**src/hdl/mbrf_pkg.sv**
```systemverilog
// ----------------------------------------------------------------------------
// mbrf_pkg
// Shared types, codes and helpers for the Modbus RTU request framer.
// ----------------------------------------------------------------------------
package mbrf_pkg;

    // Input operation codes
    localparam logic [2:0] OP_READ        = 3'd0;
    localparam logic [2:0] OP_WRITE_MULTI = 3'd1;
    localparam logic [2:0] OP_CUST_WRITE  = 3'd2;
    localparam logic [2:0] OP_CUST_READ   = 3'd3;
    localparam logic [2:0] OP_DATA        = 3'd4;

    // Modbus function codes placed in the frame
    localparam logic [7:0] FC_READ_HOLDING = 8'h03;
    localparam logic [7:0] FC_WRITE_MULTI  = 8'h10;
    localparam logic [7:0] FC_WRITE_SINGLE = 8'h06;
    localparam logic [7:0] BYTE_ZERO       = 8'h00;

    // CRC-16/MODBUS
    localparam logic [15:0] CRC_INIT = 16'hFFFF;
    localparam logic [15:0] CRC_POLY = 16'hA001;

    typedef logic [2:0] t_byte_idx;

    // Fold one byte into the running CRC, LSB first
    function automatic logic [15:0] crc_byte(input logic [15:0] crc_in,
                                             input logic [7:0]  data);
        logic [15:0] c;
        c = crc_in ^ {8'h00, data};
        for (int i = 0; i < 8; i++) begin
            if (c[0]) begin
                c = (c >> 1) ^ CRC_POLY;
            end else begin
                c = c >> 1;
            end
        end
        return c;
    endfunction

    // Pick the payload byte at a given position of the frame segment
    function automatic logic [7:0] payload_byte(input logic [2:0]  op,
                                                input t_byte_idx   idx,
                                                input logic [7:0]  slave_addr,
                                                input logic [15:0] reg_addr,
                                                input logic [7:0]  count,
                                                input logic [15:0] word);
        logic [7:0] b;
        b = BYTE_ZERO;
        if (op == OP_DATA) begin
            b = idx[0] ? word[7:0] : word[15:8];
        end else begin
            unique case (idx)
                3'd0: b = slave_addr;
                3'd1: begin
                    if (op == OP_WRITE_MULTI) begin
                        b = FC_WRITE_MULTI;
                    end else if (op == OP_CUST_WRITE) begin
                        b = FC_WRITE_SINGLE;
                    end else begin
                        b = FC_READ_HOLDING;
                    end
                end
                3'd2: b = reg_addr[15:8];
                3'd3: b = reg_addr[7:0];
                3'd4: b = (op == OP_CUST_WRITE) ? count : BYTE_ZERO;
                3'd5: b = count;
                3'd6: b = {count[6:0], 1'b0};
                default: b = BYTE_ZERO;
            endcase
        end
        return b;
    endfunction

endpackage

```
**src/hdl/mbrf_stream_if.sv**
```systemverilog
// ----------------------------------------------------------------------------
// mbrf_req_if / mbrf_byte_if
// Valid/ready channels for framer requests and outgoing frame bytes.
// ----------------------------------------------------------------------------
interface mbrf_req_if;
    logic        valid;
    logic        ready;
    logic [2:0]  op;
    logic [7:0]  slave_addr;
    logic [15:0] reg_addr;
    logic [7:0]  count;
    logic [15:0] word;

    modport source (output valid, op, slave_addr, reg_addr, count, word, input ready);
    modport sink   (input valid, op, slave_addr, reg_addr, count, word, output ready);
endinterface

interface mbrf_byte_if;
    logic       valid;
    logic       ready;
    logic [7:0] tx_byte;
    logic       last;
    logic       frame_end;
    logic       error;

    modport source (output valid, tx_byte, last, frame_end, error, input ready);
    modport sink   (input valid, tx_byte, last, frame_end, error, output ready);
endinterface

```
**src/hdl/modbus_rtu_request_framer_core.sv**
```systemverilog
// ----------------------------------------------------------------------------
// modbus_rtu_request_framer_core
// Serialises Modbus RTU request frames and appends the CRC-16/MODBUS.
// ----------------------------------------------------------------------------
// Each request transaction is taken in and then gives out its frame bytes one
// per cycle as long as the byte sink keeps up. A single byte-wide CRC unit
// folds one payload byte per cycle while a small sequencer walks the byte
// positions; the request side is not ready until the last byte of a
// transaction has been loaded into the output register, and unused op codes
// are dropped at once.
module modbus_rtu_request_framer_core (
    input  logic         i_clk,
    input  logic         i_rst_n,
    mbrf_req_if.sink     i_req,
    mbrf_byte_if.source  o_frm
);

    localparam logic ST_IDLE = 1'b0;
    localparam logic ST_SEND = 1'b1;

    logic                r_state, n_state;
    logic [2:0]          r_op;
    logic [7:0]          r_addr;
    logic [15:0]         r_reg;
    logic [7:0]          r_cnt;
    logic [15:0]         r_word;
    mbrf_pkg::t_byte_idx r_idx;
    mbrf_pkg::t_byte_idx r_last_idx;
    logic [2:0]          r_npay;
    logic                r_err;
    logic                r_end_clr;
    logic [15:0]         r_crc;
    logic [7:0]          r_words_left;

    logic                r_out_valid;
    logic [7:0]          r_tx_byte;
    logic                r_last;
    logic                r_frame_end;
    logic                r_error;

    logic                accept;
    logic                out_free;
    logic                step;
    logic                is_header;
    logic                in_payload;
    logic [7:0]          pay_byte;
    logic [7:0]          cur_byte;
    logic [2:0]          new_npay;
    logic                new_crc_on;
    logic                new_err;

    assign i_req.ready = (r_state == ST_IDLE);
    assign accept      = i_req.valid && (r_state == ST_IDLE);
    assign out_free    = !r_out_valid || o_frm.ready;
    assign step        = (r_state == ST_SEND) && out_free;
    assign is_header   = (i_req.op == mbrf_pkg::OP_READ) ||
                         (i_req.op == mbrf_pkg::OP_WRITE_MULTI) ||
                         (i_req.op == mbrf_pkg::OP_CUST_WRITE) ||
                         (i_req.op == mbrf_pkg::OP_CUST_READ);

    // Work out the shape of the segment a new transaction produces
    always_comb begin
        new_npay   = 3'd0;
        new_crc_on = 1'b0;
        new_err    = 1'b0;
        unique case (i_req.op)
            mbrf_pkg::OP_READ: begin
                new_npay   = 3'd6;
                new_crc_on = 1'b1;
            end
            mbrf_pkg::OP_WRITE_MULTI: begin
                new_npay   = 3'd7;
            end
            mbrf_pkg::OP_CUST_WRITE: begin
                new_npay   = 3'd5;
                new_crc_on = (i_req.count == 8'd0);
            end
            mbrf_pkg::OP_CUST_READ: begin
                new_npay   = 3'd5;
                new_crc_on = 1'b1;
            end
            mbrf_pkg::OP_DATA: begin
                if (r_words_left == 8'd0) begin
                    new_npay = 3'd1;
                    new_err  = 1'b1;
                end else begin
                    new_npay   = 3'd2;
                    new_crc_on = (r_words_left == 8'd1);
                end
            end
            default: begin
                new_npay = 3'd0;
            end
        endcase
    end

    // Select the byte for the current position
    assign in_payload = (r_idx < r_npay);
    assign pay_byte   = mbrf_pkg::payload_byte(r_op, r_idx, r_addr, r_reg, r_cnt, r_word);

    always_comb begin
        priority if (r_err) begin
            cur_byte = mbrf_pkg::BYTE_ZERO;
        end else if (in_payload) begin
            cur_byte = pay_byte;
        end else if (r_idx == r_npay) begin
            cur_byte = r_crc[7:0];
        end else begin
            cur_byte = r_crc[15:8];
        end
    end

    // Sequencer
    always_comb begin
        n_state = r_state;
        unique case (r_state)
            ST_IDLE: begin
                if (accept && (is_header || (i_req.op == mbrf_pkg::OP_DATA))) begin
                    n_state = ST_SEND;
                end
            end
            ST_SEND: begin
                if (step && (r_idx == r_last_idx)) begin
                    n_state = ST_IDLE;
                end
            end
            default: n_state = ST_IDLE;
        endcase
    end

    always_ff @(posedge i_clk) begin
        if (!i_rst_n) begin
            r_state <= ST_IDLE;
        end else begin
            r_state <= n_state;
        end
    end

    // Latch the transaction and advance the byte position
    always_ff @(posedge i_clk) begin
        if (accept) begin
            r_op       <= i_req.op;
            r_addr     <= i_req.slave_addr;
            r_reg      <= i_req.reg_addr;
            r_cnt      <= i_req.count;
            r_word     <= i_req.word;
            r_idx      <= '0;
            r_npay     <= new_npay;
            r_err      <= new_err;
            r_last_idx <= new_npay - 3'd1 + (new_crc_on ? 3'd2 : 3'd0);
            r_end_clr  <= new_crc_on ||
                          ((i_req.op == mbrf_pkg::OP_WRITE_MULTI) && (i_req.count == 8'd0));
        end else if (step) begin
            r_idx <= r_idx + 3'd1;
        end
    end

    // Running CRC and outstanding word count
    always_ff @(posedge i_clk) begin
        if (!i_rst_n) begin
            r_crc        <= mbrf_pkg::CRC_INIT;
            r_words_left <= 8'd0;
        end else if (accept) begin
            if (is_header) begin
                r_crc <= mbrf_pkg::CRC_INIT;
                if ((i_req.op == mbrf_pkg::OP_WRITE_MULTI) ||
                    (i_req.op == mbrf_pkg::OP_CUST_WRITE)) begin
                    r_words_left <= i_req.count;
                end else begin
                    r_words_left <= 8'd0;
                end
            end else if ((i_req.op == mbrf_pkg::OP_DATA) && (r_words_left != 8'd0)) begin
                r_words_left <= r_words_left - 8'd1;
            end
        end else if (step) begin
            if ((r_idx == r_last_idx) && r_end_clr) begin
                r_crc <= mbrf_pkg::CRC_INIT;
            end else if (!r_err && in_payload) begin
                r_crc <= mbrf_pkg::crc_byte(r_crc, cur_byte);
            end
        end
    end

    // Output register
    always_ff @(posedge i_clk) begin
        if (!i_rst_n) begin
            r_out_valid <= 1'b0;
        end else if (step) begin
            r_out_valid <= 1'b1;
        end else if (o_frm.ready) begin
            r_out_valid <= 1'b0;
        end
    end

    always_ff @(posedge i_clk) begin
        if (step) begin
            r_tx_byte   <= cur_byte;
            r_last      <= (r_idx == r_last_idx);
            r_frame_end <= !r_err && !in_payload && (r_idx != r_npay);
            r_error     <= r_err;
        end
    end

    assign o_frm.valid     = r_out_valid;
    assign o_frm.tx_byte   = r_tx_byte;
    assign o_frm.last      = r_last;
    assign o_frm.frame_end = r_frame_end;
    assign o_frm.error     = r_error;

endmodule

```
**src/flat_wrapper.sv**
```systemverilog
// flat-port wrapper written by rule: the top's interface ports become plain ports
module modbus_rtu_request_framer_core_flat 
  (i_clk, i_rst_n, i_req_valid, i_req_op, i_req_slave_addr, i_req_reg_addr, i_req_count, i_req_word, i_req_ready, o_frm_valid, o_frm_tx_byte, o_frm_last, o_frm_frame_end, o_frm_error, o_frm_ready);
  mbrf_req_if i_req_i ();
  mbrf_byte_if o_frm_i ();
  input  logic i_clk;
  input  logic i_rst_n;
  input wire logic [$bits(i_req_i.valid)-1:0] i_req_valid;
  input wire logic [$bits(i_req_i.op)-1:0] i_req_op;
  input wire logic [$bits(i_req_i.slave_addr)-1:0] i_req_slave_addr;
  input wire logic [$bits(i_req_i.reg_addr)-1:0] i_req_reg_addr;
  input wire logic [$bits(i_req_i.count)-1:0] i_req_count;
  input wire logic [$bits(i_req_i.word)-1:0] i_req_word;
  output wire logic [$bits(i_req_i.ready)-1:0] i_req_ready;
  output wire logic [$bits(o_frm_i.valid)-1:0] o_frm_valid;
  output wire logic [$bits(o_frm_i.tx_byte)-1:0] o_frm_tx_byte;
  output wire logic [$bits(o_frm_i.last)-1:0] o_frm_last;
  output wire logic [$bits(o_frm_i.frame_end)-1:0] o_frm_frame_end;
  output wire logic [$bits(o_frm_i.error)-1:0] o_frm_error;
  input wire logic [$bits(o_frm_i.ready)-1:0] o_frm_ready;
  assign i_req_i.valid = i_req_valid;
  assign i_req_i.op = i_req_op;
  assign i_req_i.slave_addr = i_req_slave_addr;
  assign i_req_i.reg_addr = i_req_reg_addr;
  assign i_req_i.count = i_req_count;
  assign i_req_i.word = i_req_word;
  assign i_req_ready = i_req_i.ready;
  assign o_frm_valid = o_frm_i.valid;
  assign o_frm_tx_byte = o_frm_i.tx_byte;
  assign o_frm_last = o_frm_i.last;
  assign o_frm_frame_end = o_frm_i.frame_end;
  assign o_frm_error = o_frm_i.error;
  assign o_frm_i.ready = o_frm_ready;
  modbus_rtu_request_framer_core u_core (.i_clk(i_clk), .i_rst_n(i_rst_n), .i_req(i_req_i), .o_frm(o_frm_i));
endmodule
```
**config.mk**
```make
export PLATFORM = sky130hd
export DESIGN_NAME = modbus_rtu_request_framer_core_flat
export DESIGN_NICKNAME = d
export VERILOG_FILES = /design/src/hdl/mbrf_pkg.sv /design/src/hdl/mbrf_stream_if.sv /design/src/hdl/modbus_rtu_request_framer_core.sv /design/src/flat_wrapper.sv
export SDC_FILE = /design/constraint.sdc
export NUM_CORES = 1
export LEC_CHECK = 0
export ABC_CLOCK_PERIOD_IN_PS = 9650
export BUFFER_PORTS_ARGS = -buffer_cell sky130_fd_sc_hd__buf_2
export CORE_MARGIN = 5
export CORE_UTILIZATION = 59
export CTS_CLUSTER_DIAMETER = 60
export CTS_CLUSTER_SIZE = 28
export DETAILED_ROUTE_END_ITERATION = 16
export PLACE_DENSITY = 0.82
export SKIP_LAST_GASP = 1
export SLEW_MARGIN = 20
export SYNTH_ARGS = -nofsm -noshare
export SYNTH_HDL_FRONTEND = slang
export SYNTH_SLANG_ARGS = --single-unit
```
**constraint.sdc**
```tcl
create_clock -name i_clk -period 9.65 [get_ports i_clk]
set_clock_uncertainty 0.1 [all_clocks]
set_input_delay 1.93 -clock i_clk [delete_from_list [all_inputs] [get_ports i_clk]]
set_output_delay 1.93 -clock i_clk [all_outputs]
set_load 0.005 [all_outputs]
```
# Word-level counts from Yosys, hierarchy flattened
# Cells that the tools add are included.
# word_totals
ff_bits	99
latch_bits	0
mem_bits_rw	0
romBits	0
input_bits	55
n_memories	0
# classes
n_addsub	4
n_mul	0
div	0
n_lt_le_gt_ge	1
n_eq_ne	18
shifts	0
mux	71
bitwise	10
reduce_logical	33
# op_table
operator	n
$mux W16	48
$mux W8	10
$pmux W8 S7	1
$not A2 Y3	8
$logic_not A8 Y1	2
$xor A16 B8 Y16	1
$eq A3 B2 Y1 const B	5
$eq A3 B3 Y1 const B	5
$pmux W3 S4	1
$logic_and A1 B1 Y1	10
$eq A3 B1 Y1 const B	3
$eq A8 B1 Y1 const B	1
$reduce_bool A8 Y1	1
$sub A8 B1 Y8 const B	1
$logic_or A1 B1 Y1	7
$eq A3 B3 Y1	2
$logic_not A3 Y1	2
$mux W1	6
$reduce_bool A2 Y1	3
$mux W2	2
$reduce_or A2 Y1	2
$add A3 B1 Y3 const B	1
$add A3 B3 Y3	1
$logic_not A1 Y1	3
11 further kinds	11

# Longest topological paths before layout
# Gate-level depths: netlist of the first run.
# logic_depth
depth_word	63
ltp_mapped	14
mapped_depth_nobuf	12

# Worst setup path before layout of the first run
# OpenSTA, ideal clock, no wires.
# synth_timing
path_type	in2reg
start	input i_req_valid
end	register u_core.r_crc[10]
t_arrival_ns	4.501
required_time_ns	9.421
path_slack_ns	4.920
cell_stages	7
n_path_buf	0
cell_sequence	nand2_1 inv_1 a21oi_1 a21boi_1 nand2_1 o22ai_1 nand2_1
# synth_between
elab_chain_len	3
elab_cells_between_ends	6
# synth_lines
element	line	text
start: declaration	flat_wrapper.sv:8	input wire logic [$bits(i_req_i.valid)-1:0] i_req_valid;
$logic_and A1 B1 Y1 *	modbus_rtu_request_framer_core.sv:53	assign accept = i_req.valid && (r_state == ST_IDLE);
named net u_core.accept	modbus_rtu_request_framer_core.sv:41	logic accept;
$ne A2 B2 Y1 (no source line) (tied with other cells)	--	
$reduce_and A3 Y1 (no source line)	--	
end signal: assignment	modbus_rtu_request_framer_core.sv:161	r_crc <= mbrf_pkg::CRC_INIT;
end signal: assignment	modbus_rtu_request_framer_core.sv:165	r_crc <= mbrf_pkg::CRC_INIT;
end signal: assignment	modbus_rtu_request_framer_core.sv:177	r_crc <= mbrf_pkg::CRC_INIT;
end: declaration	modbus_rtu_request_framer_core.sv:32	logic [15:0] r_crc;
# The timed path passes the listed nets; every way through them passes the cells marked *.
# A chain may end at the register's enable or synchronous reset.

# Worst setup path after layout of the first run
# layout_timing
start	register u_core.r_idx[2]
end	register u_core.r_crc[15]
# layout_between
elab_chain_len	54
elab_cells_between_ends	74
# layout_lines
element	line	text
start: declaration	modbus_rtu_request_framer_core.sv:27	mbrf_pkg::t_byte_idx r_idx;
start signal: assignment	modbus_rtu_request_framer_core.sv:154	r_idx <= r_idx + 3'd1;
$eq A3 B3 Y1 (tied with other cells)	mbrf_pkg.sv:53	unique case (idx)
$pmux W8 S7	mbrf_pkg.sv:53	
$mux W8	mbrf_pkg.sv:50	if (op == OP_DATA) begin
$mux W8	modbus_rtu_request_framer_core.sv:104	end else if (in_payload) begin
$mux W8	modbus_rtu_request_framer_core.sv:102	priority if (r_err) begin
$xor A16 B8 Y16	mbrf_pkg.sv:30	c = crc_in ^ {8'h00, data};
$mux W16 / $not A2 Y3 (equally long branches)	--	
$mux W16 (on tied branches)	modbus_rtu_request_framer_core.sv:178, mbrf_pkg.sv:32	
(+38 left out)	--	
$mux W16	modbus_rtu_request_framer_core.sv:175	end else if (step) begin
$mux W16	modbus_rtu_request_framer_core.sv:163	end else if (accept) begin
$mux W16	modbus_rtu_request_framer_core.sv:160	if (!i_rst_n) begin
$mux W16	mbrf_pkg.sv:32	if (c[0]) begin
$mux W16	modbus_rtu_request_framer_core.sv:178	end else if (!r_err && in_payload) begin
$mux W16	modbus_rtu_request_framer_core.sv:176	if ((r_idx == r_last_idx) && r_end_clr) begin
$mux W16	modbus_rtu_request_framer_core.sv:175	
$mux W16	modbus_rtu_request_framer_core.sv:163	
end signal: assignment	modbus_rtu_request_framer_core.sv:165	
end signal: assignment	modbus_rtu_request_framer_core.sv:177	
end signal: assignment	modbus_rtu_request_framer_core.sv:179	r_crc <= mbrf_pkg::crc_byte(r_crc, cur_byte);
# Several ways; a longest one is shown, not always the timed one. The select of a mux whose other input is x is not followed.

==> flow_summary.ini, run 1 <==
[status]
run_status = complete, no violations

[sta]
fmax_mhz = 230
hold_viol = 0
timing.slew.headroom_pct = 36.8
totalNegativeSetupSlack_ps = 0
worst_margin_slew_ps = 948
period_share_pct = 45.1
finalCriticalPeriod_ps = 4350
postLayoutSetupSlackWorst_ps = 5300
fin_worst_hold_slack_ps = 423
setup_violations = 0
unrepaired_setup_endpoints_after_global_routing = false
timing_max_transition_violations_final = 0

[clocking]
worstSkewPairLatency_ps = 370
clock_input_transition_at_the_sequential_cells_of_the_worst_setup_and_hold_paths_ps = 90
buffer_cell_driving_the_clock_tree_root = clkbuf_8
hold_buffers = 0
cts_tree = built
cts_made_buffers = 9
max-clock-path-buffers = 2
cts_setup_buffers = 0
ctsResizeCount = 0
clock-sinks = 99
maximum_level_of_the_cts_h_tree = 3

[worst_setup_path]
element_type_at_the_critical_path_start = flop
timing.critical_path.fanout_max = 23
crit_path_top_delay_cell = dfxtp_1
max_stage_delay_ps = 850
worstPathRequired_ps = 9780
path_cells = ha_1 > a21oi_1 > nand3b_1 > a221oi_1 > a21oi_1 > o22a_1 > xnor2_1 > xnor2_1 > xnor3_2 > o22ai_1 > nand2_1
path_class = reg -> reg
critPathArrivalTime_ps = 4480
sort_of_element_at_the_end_of_the_critical_path = flop

[floorplan]
design.die.area_mm2 = 0.0101
initial_core_util_pct = 59.4
pin_count = 68
die_width_um = 100
fp.coreArea_mm2 = 0.00809
die_span_y_um = 100
row_count = 33

[global_routing]
grt_first_pass_wirelength_um = 17800
grt_max_degree = 64
number_of_global_route_vias_before_repair = 3593
grt_antenna_before_repair = 0
grt-ovfl-total = 0
track_usage_pct = 22.9

[power]
pwr-share-clk_pct = 26.5
p_leak_nw = 2.20
sw_frac_of_total_pct = 29.9
power.share.sequential_pct = 46.6
p_int_uw = 803
power_density_mw_per_mm2 = 211
power.share.combinational_pct = 27.0
vdd.ir_drop.worst_mv = 0.123
power.net_switching_uw = 343

[synthesis]
postSynthRegisterBits = 99
mappedNetlistNets = 488
synthesis.instances = 421
yosys_most_used_dff = edfxtp_1
syn-cell-area_mm2 = 0.00481
synthDominantCellAreaShare_pct = 43.7
synthDistinctLibCells = 66
synth-edff-count = 70
synth_top_area_cell = edfxtp_1
async_reset_ff_share_pct = 0
synth_top_cells_by_area = edfxtp_1 (44%), dfxtp_1 (12%), ha_1 (3.1%)
sequential_to_total_area_share_from_yosys_stat_pct = 55.8
ys.warnings.count = 0
synth.avg_cell_area_um2 = 11.4

[placement]
hpwlAfterDp_um = 7810
dp.cells = 578
gp_congestion = 0.894
detailed_place.area_mm2 = 0.00520
place_worst_setup_slack_ps = 4520
io_buffer_count = 67

[layout]
layout.cells.non_filler = 594
layout-drive-gt1-share_pct = 20.4
fin_area_mm2 = 0.00544
antenna-diode-count = 0
area_growth_synth_to_finish_pct = 13.1
num-nets-final = 551

[hold_path]
min-delay-path-class = reg -> reg

[drt]
wl_per_cell_um = 18.3
first_pass_iters = 5
route.detailed.vias_per_inst = 6.10
drc = 0
ant_nets = 0
wl_um = 10800
detailedRoute.firstIterationViolations = 257
route.vias.total = 3622

[job]
max_cap_violations = 0
[metal layers]
layer / track usage (%) / wire, µm / share of wire (%)
met2: 38.4 / 5330 / 49
met3: 4.10 / 798 / 7.4
met1: 28.9 / 4360 / 40
met4: 10.2 / 359 / 3.3
met5: 0 / 0 / 0
[cells in the final DEF (no fill, tap or decap), types with 4 or more instances in the layout]
cell      netlist  final
ha_1           12     12
buf_2           4     67
nor4_1          4      4
a21oi_1        20     20
xnor2_1        17     17
a22oi_1        12     12
a22o_1          4      4
nor2_1         26     26
o211ai_1        5      5
nor3_1          7      7
nand3_1        12     12
nand2b_1        6      6
o21ai_0        28     28
edfxtp_1       70     70
clkbuf_8        0     10
o211a_1         7      7
inv_1          19     18
xor2_1          5      5
nor2b_1         4      4
mux2i_1        15     15
dfxtp_1        29     29
o22ai_1         9      9
nand2_1        37     37
o21bai_1        4      4
[metrics by stage]
step / utilization (%) / power [mW]
final: 67.2 / 1.15
after global routing: 67.2 / 1.20
after CTS: 67.2 / 1.15
after detailed placement: 64.3 / 0.848
after global placement: 64.3 / 0.838
after floorplan: - / 0.774
[cells in the mapped netlist, drive strengths merged (2+ instances only)]
master  count
edfxtp     70
nand2      37
dfxtp      29
o21ai      28
nor2       27
a21oi      21
inv        19
xnor2      17
mux2i      15
a22oi      14
ha         12
nand3      12
buf         9
o22ai       9
clkbuf      7
nor3        7
o211a       7
nand2b      6
xor2        6
o211ai      5
a22o        4
nor2b       4
nor4        4
o21bai      4
a211oi      3
a221oi      3
nand3b      3
nor3b       3
a211o       2
a21boi      2
a21o        2
a31oi       2
and3        2
and4bb      2
nand4       2
o2111a      2
o21a        2
[critical path, delay by kind of cell, from the launching register on]
family / cells / cell delay, ps
xor+xnor: 3 / 870
fa+ha+maj: 1 / 400
flops: 1 / 850
compound gates: 5 / 1490
simple gates: 2 / 490
[layout make-up]
cell class	instances	area (µm²)
clock inverter	6	96.3
timing repair buffer	68	343
multi-input combinational	287	1980
fill	630	2650
inverter	19	71.3
sequential	99	2680
clock buffer	10	138
tap	105	131
[path summary, 6_finish.rpt]
| check | startpoint | to | slack, ps | depth (start not counted) |
|---|---|---|---|---|
| worst min register to register | u_core.r_crc[0] | u_core.r_crc[0] | 420 | 2 |
| worst max register to register | u_core.r_idx[2] | u_core.r_crc[15] | 5300 | 11 |
| worst min-delay path | u_core.r_crc[0] | u_core.r_crc[0] | 420 | 2 |
| worst max-delay path | u_core.r_idx[2] | u_core.r_crc[15] | 5300 | 11 |
[logic make-up (layout without fill, tap and decap cells)]
logic type | Yosys count | in the layout | synth area share (%)
compound gates | 119 | 119 | 17.5
simple gates | 116 | 116 | 12.2
flops | 99 | 99 | 55.8
buf+inv | 35 | 103 | 3.15
xor+xnor | 24 | 24 | 4.84
mux | 16 | 16 | 3.36
fa+ha+maj | 12 | 12 | 3.12
[power groups by stage]
| stage | combinational, mW | sequential [mW] | clock, mW |
|---|---|---|---|
| floorplan | 0.242 | 0.531 | 0 |
| finish | 0.309 | 0.534 | 0.304 |
| global placement | 0.297 | 0.540 | 0 |
| detailed placement | 0.305 | 0.543 | 0 |
| global route | 0.339 | 0.538 | 0.328 |
| CTS | 0.307 | 0.533 | 0.305 |
Note: power is estimated with default switching activity, not from simulation.
==> run 2, diff against run 1 <==
--- a/config.mk
+++ b/config.mk
@@ -5,14 +5,15 @@
 export SDC_FILE = /design/constraint.sdc
 export NUM_CORES = 1
 export LEC_CHECK = 0
-export ABC_CLOCK_PERIOD_IN_PS = 9650
+export ABC_AREA = 1
+export ABC_CLOCK_PERIOD_IN_PS = 4500
 export BUFFER_PORTS_ARGS = -buffer_cell sky130_fd_sc_hd__buf_2
 export CORE_MARGIN = 5
-export CORE_UTILIZATION = 59
+export CORE_UTILIZATION = 58
 export CTS_CLUSTER_DIAMETER = 60
 export CTS_CLUSTER_SIZE = 28
 export DETAILED_ROUTE_END_ITERATION = 16
-export PLACE_DENSITY = 0.82
+export PLACE_DENSITY = 0.8
 export SKIP_LAST_GASP = 1
 export SLEW_MARGIN = 20
 export SYNTH_ARGS = -nofsm -noshare
==> constraint.sdc (replaced) <==
create_clock -name i_clk -period 4.5 [get_ports i_clk]
set_clock_uncertainty 0.1 [all_clocks]
set_input_delay 0.9 -clock i_clk [delete_from_list [all_inputs] [get_ports i_clk]]
set_output_delay 0.9 -clock i_clk [all_outputs]
set_load 0.005 [all_outputs]
==> run 2 against run 1 <==
Against the previous run: worst hold slack worse by 27 ps; sequential share of layout area is 1.1 points lower; setup slack worse by 4000 ps; power is 110% higher; area after synthesis is 3.8% higher; global-route usage is 0.74 points higher; critical path type unchanged; largest power group unchanged; highest routed layer unchanged.
==> flow_summary.ini, run 2 <==
[status]
run_status = complete, no violations

[layout]
num-nets-final = 693
fin_area_mm2 = 0.00556
layout.cells.most_common_list = nand2_1 (151), edfxtp_1 (70), buf_2 (67)
layout-drive-gt1-share_pct = 19.5
area_growth_synth_to_finish_pct = 11.5
most_frequent_standard_cell_in_the_layout_excluding_fill_and_tap_cells = nand2_1
antenna-diode-count = 0
final_util_pct = 67.0

[clocking]
cts_tree = built
cts_setup_buffers = 0
maximum_level_of_the_cts_h_tree = 3
max-clock-path-buffers = 2
worstSkewPairLatency_ps = 380
clock-sinks = 99
buffer_cell_driving_the_clock_tree_root = clkbuf_8
clock_input_transition_at_the_sequential_cells_of_the_worst_setup_and_hold_paths_ps = 110
cts_made_buffers = 9
hold_buffers = 0
ctsResizeCount = 0

[worst_setup_path]
path_cells = inv_2 > ha_1 > inv_1 > nor2_2 > nand2_1 > nand2_1 > nor2_1 > nand3_1 > nand2_1 > nand2_2 > nand2_1 > nand2_1 > nand2_1 > nand2_1 > nand2_1 > nand2_2 > inv_1 > nand2_2 > nand2_2 > nand2_1 > nand3_1 > nand3_2 > nand2_1 > nand2_1
crit_path_top_delay_cell = dfxtp_1
rr_startpoint = u_core.r_idx[0]
sort_of_element_at_the_end_of_the_critical_path = flop
critPathArrivalTime_ps = 3420
r2r_setup_slack_ps = 1260
worstPathRequired_ps = 4680
element_type_at_the_critical_path_start = flop
timing.reg2reg.worst_path_depth = 24
timing.critical_path.fanout_max = 13
cell_with_the_most_instances_on_the_worst_path = nand2_1
path_class = reg -> reg
worst_r2r_endpoint = u_core.r_crc[0]
max_stage_delay_ps = 620

[hold_path]
whs_path_depth = 2
hold_path_end = u_core.r_words_left[3]
min-delay-path-class = reg -> reg
hp-start = u_core.r_words_left[3]

[drt]
wl_per_cell_um = 16.1
route.vias.total = 4138
drc = 0
first_pass_iters = 7
wl_um = 11800
route.detailed.vias_per_inst = 5.62
detailedRoute.firstIterationViolations = 356
ant_nets = 0

[sta]
unrepaired_setup_endpoints_after_global_routing = false
fin_worst_hold_slack_ps = 396
worst_margin_slew_ps = 720
fmax_mhz = 308
postLayoutSetupSlackWorst_ps = 1260
setup_violations = 0
period_share_pct = 72.1
timing.slew.headroom_pct = 51.9
hold_viol = 0
totalNegativeSetupSlack_ps = 0
finalCriticalPeriod_ps = 3240
timing_max_transition_violations_final = 0

[synthesis]
syn-cell-area_mm2 = 0.00499
ys.warnings.count = 0
yosys_most_used_dff = edfxtp_1
synthesis.instances = 562
synthDominantCellAreaShare_pct = 42.1
async_reset_ff_share_pct = 0
synthDistinctLibCells = 37
synth_top_cells_by_area = edfxtp_1 (42%), dfxtp_1 (12%), nand2_1 (11%)
sequential_to_total_area_share_from_yosys_stat_pct = 53.8
synth_top_area_cell = edfxtp_1
postSynthRegisterBits = 99
mappedNetlistNets = 629
ys_top_cells_by_count = nand2_1 (151), edfxtp_1 (70), inv_1 (59)
synth.avg_cell_area_um2 = 8.88
synthMostInstantiatedCell = nand2_1
synth-edff-count = 70

[power]
power_density_mw_per_mm2 = 435
p_leak_nw = 2.51
vdd.ir_drop.worst_mv = 0.248

[floorplan]
die_width_um = 103
pin_count = 68
initial_core_util_pct = 60.1
die_span_y_um = 103
design.die.area_mm2 = 0.0106
fp.coreArea_mm2 = 0.00830
row_count = 33

[placement]
gp_congestion = 0.876
place_worst_setup_slack_ps = 1350
detailed_place.area_mm2 = 0.00537
hpwlAfterDp_um = 8870
io_buffer_count = 67

[global_routing]
grt_antenna_before_repair = 0
number_of_global_route_vias_before_repair = 4061
grt-ovfl-total = 0
track_usage_pct = 23.6
grt_first_pass_wirelength_um = 19100
grt_max_degree = 38

[job]
max_cap_violations = 0
[run 2: final cells by class]
| class | instances | area [µm²] |
|---|---|---|
| Fill cell | 671 | 2740 |
| Sequential cell | 99 | 2680 |
| Multi-Input combinational cell | 384 | 1970 |
| Timing Repair Buffer | 68 | 343 |
| Inverter | 64 | 240 |
| Tap cell | 105 | 131 |
| Clock buffer | 9 | 124 |
| Clock inverter | 7 | 73.8 |
[run 2: through the flow]
step           cells  total power [mW]
5_1_grt          736              2.56
3_5_place_dp     720              1.85
2_1_floorplan    562              1.67
4_1_cts          736              2.41
6_report         736              2.42
3_3_place_gp     720              1.81
[run 2: worst max path at each step]
stage                    start                endpoint  slack (ps)  cells past startpoint
2_1_floorplan      i_req_valid  u_core.r_words_left[5]        1160                      7
3_3_place_gp       i_req_op[2]    u_core.r_last_idx[2]        1450                      9
3_5_place_dp       i_req_op[2]    u_core.r_last_idx[2]        1350                      9
4_1_cts        u_core.r_idx[0]         u_core.r_crc[0]        1330                     20
5_1_grt        u_core.r_idx[0]         u_core.r_crc[0]         960                     24
6_report       u_core.r_idx[0]         u_core.r_crc[0]        1260                     24
[run 2: cells by family after synthesis]
family	share of synthesized area, %
and+or+nand+nor	25.7
DFF	53.8
buffers and inverters	6.80
AOI/OAI and AO/OA	9.38
adders and majority gates	3.01
xor gates and xnor gates	1.40
[run 2: where the power goes]
part	switching, mW	internal [mW]	total (mW)
sequential	0.0534	1.07	1.12
combinational	0.485	0.236	0.721
clock	0.352	0.221	0.574
[run 2: worst max-delay path: cells and delay by family (launching register included)]
family | cells | cell delay (ps)
adder cells (fa/ha/maj) | 1 | 370
AND/OR/NAND/NOR | 20 | 1640
buffers and inverters | 3 | 400
flip-flops | 1 | 620
[run 2: layer usage]
layer | up-vias | track usage, % | share of wire, % | wire (µm)
met1 | 1916 | 29.6 | 39 | 4630
met4 | 0 | 9.16 | 3.1 | 370
met5 | - | 0 | 0 | 0
li1 | 2017 | - | - | -
met2 | 167 | 40.0 | 50 | 5930
met3 | 38 | 5.28 | 7.7 | 909
==> run 3, diff against run 2 <==
--- a/config.mk
+++ b/config.mk
@@ -5,15 +5,15 @@
 export SDC_FILE = /design/constraint.sdc
 export NUM_CORES = 1
 export LEC_CHECK = 0
-export ABC_AREA = 1
-export ABC_CLOCK_PERIOD_IN_PS = 4500
+export ABC_AREA = 0
+export ABC_CLOCK_PERIOD_IN_PS = 2800
 export BUFFER_PORTS_ARGS = -buffer_cell sky130_fd_sc_hd__buf_2
 export CORE_MARGIN = 5
-export CORE_UTILIZATION = 58
+export CORE_UTILIZATION = 52
 export CTS_CLUSTER_DIAMETER = 60
 export CTS_CLUSTER_SIZE = 28
 export DETAILED_ROUTE_END_ITERATION = 16
-export PLACE_DENSITY = 0.8
+export PLACE_DENSITY = 0.76
 export SKIP_LAST_GASP = 1
 export SLEW_MARGIN = 20
 export SYNTH_ARGS = -nofsm -noshare
==> constraint.sdc (replaced) <==
create_clock -name i_clk -period 2.8 [get_ports i_clk]
set_clock_uncertainty 0.1 [all_clocks]
set_input_delay 0.56 -clock i_clk [delete_from_list [all_inputs] [get_ports i_clk]]
set_output_delay 0.56 -clock i_clk [all_outputs]
set_load 0.005 [all_outputs]
==> run 3 against run 2 <==
Against the previous run: the run now ends with negative setup slack left; global-route usage fell by 2.3 points; critical path type unchanged; sequential power is 63% higher; routed wire length shrank 0.28%; setup slack worse by 1500 ps; core utilization fell by 0.22 points; largest power group unchanged; count of clock-buffer cells in the layout unchanged; critical endpoint unchanged.
==> flow_summary.ini, run 3 (same netlist as run 1, synthesis figures left out) <==
[status]
run_status = complete, but fails checks
violations_in_the_final_reports = negative setup slack

[layout]
antenna-diode-count = 0
layout.cells.most_common_list = edfxtp_1 (70), buf_2 (67), buf_4 (56)
area_growth_synth_to_finish_pct = 26.6
final_util_pct = 66.8
most_frequent_standard_cell_in_the_layout_excluding_fill_and_tap_cells = edfxtp_1
layout-drive-gt1-share_pct = 34.0
num-nets-final = 609

[worst_setup_path]
sort_of_element_at_the_end_of_the_critical_path = flop
critPathArrivalTime_ps = 3140
setup.worst_path.end = u_core.r_crc[0]
path_class = reg -> reg
rr_startpoint = u_core.r_idx[1]
startpoint = u_core.r_idx[1]
element_type_at_the_critical_path_start = flop
worst_r2r_endpoint = u_core.r_crc[0]
timing.reg2reg.worst_path_depth = 12
worstPathRequired_ps = 2930
timing.critical_path.fanout_max = 8
r2r_setup_slack_ps = -210

[hold_path]
min-delay-path-class = in -> reg
whs_path_depth = 1

[drt]
route.detailed.vias_per_inst = 5.87
wl_um = 11800
wl_per_cell_um = 17.9
ant_nets = 0
drc = 0
first_pass_iters = 5
route.vias.total = 3861
detailedRoute.firstIterationViolations = 257

[job]
max_cap_violations = 0

[sta]
timing.slew.headroom_pct = 51.2
fin_worst_hold_slack_ps = 251
worst_margin_slew_ps = 732
totalNegativeSetupSlack_ps = -375
setup_violations = 3
finalCriticalPeriod_ps = 3010
timing_max_transition_violations_final = 0
hold_viol = 0
fmax_mhz = 332
postLayoutSetupSlackWorst_ps = -209
period_share_pct = 107
unrepaired_setup_endpoints_after_global_routing = true

[power]
power_density_mw_per_mm2 = 688
p_leak_nw = 2.51
vdd.ir_drop.worst_mv = 0.306
design_power_total_mw = 4.19

[floorplan]
design.die.area_mm2 = 0.0113
fp.coreArea_mm2 = 0.00911
pin_count = 68
initial_core_util_pct = 52.8
die_span_y_um = 106
row_count = 35
die_width_um = 106

[clocking]
worstSkewPairLatency_ps = 370
cts_tree = built
clock_input_transition_at_the_sequential_cells_of_the_worst_setup_and_hold_paths_ps = 110
clock-sinks = 99
maximum_level_of_the_cts_h_tree = 3
buffer_cell_driving_the_clock_tree_root = clkbuf_8
cts_made_buffers = 9
max-clock-path-buffers = 2
hold_buffers = 0

[global_routing]
number_of_global_route_vias_before_repair = 3904
grt_max_degree = 63
track_usage_pct = 21.3
grt_antenna_before_repair = 0
grt-ovfl-total = 0
grt_first_pass_wirelength_um = 19100

[placement]
io_buffer_count = 67
hpwlAfterDp_um = 8780
gp_congestion = 0.955
-- run 3: worst min path at each step --
stage | startpoint | endpoint | slack (ps)
final | i_req_word[5] | u_core.r_word[5] | 250
after global routing | i_req_word[5] | u_core.r_word[5] | 240
after CTS | i_req_word[5] | u_core.r_word[5] | 240
after detailed placement | u_core.r_crc[0] | u_core.r_crc[0] | 430
after global placement | u_core.r_crc[0] | u_core.r_crc[0] | 390
after floorplan | u_core.r_crc[0] | u_core.r_crc[0] | 360
-- run 3: power by group --
part / leakage (nW) / switching, mW / internal [mW]
combinational: 1.49 / 0.686 / 0.733
sequential: 0.912 / 0.103 / 1.73
clock: 0.102 / 0.504 / 0.428
-- run 3: cell type report --
class                           instances  area [µm²]
Clock inverter                          7        83.8
Multi-Input combinational cell        287        2170
Timing Repair Buffer                  126         798
Tap cell                              111         139
Inverter                               19        82.6
Clock buffer                            9         124
Fill cell                             682        3020
Sequential cell                        99        2690
-- run 3: repair_timing --
item / in CTS / in global routing
endpoints found under the setup margin: 3 / 6
hold endpoints to repair: 0 / 0
setup buffers: 3 / 4
resized for setup: 21 / 11
pin swaps: 12 / 9
-- run 3: metrics by stage --
step	area [µm²]	cells	setup slack [ps]
2_1_floorplan	4880	421	-204
3_3_place_gp	5650	635	-206
3_5_place_dp	5650	635	-299
4_1_cts	5970	654	-149
5_1_grt	6090	658	-347
6_report	6090	658	-209
-- run 3: layer usage --
layer	track usage [%]	vias to the layer above	share of wire (%)
li1	-	1818	-
met1	27.2	1862	42
met2	36.0	158	49
met3	3.95	23	6.6
met4	8.14	0	2.4
met5	0	-	0
-- run 3: worst max-delay path, stage by stage (launching register included) --
cell and delay, ps:
dfxtp_4 390, inv_4 80, ha_4 180, and4bb_4 280, o211ai_1 150, a221oi_4 340, a21oi_2 50, o22a_1 250
xnor2_2 270, xnor2_2 180, xnor3_2 380, mux2i_1 160, a31oi_1 60
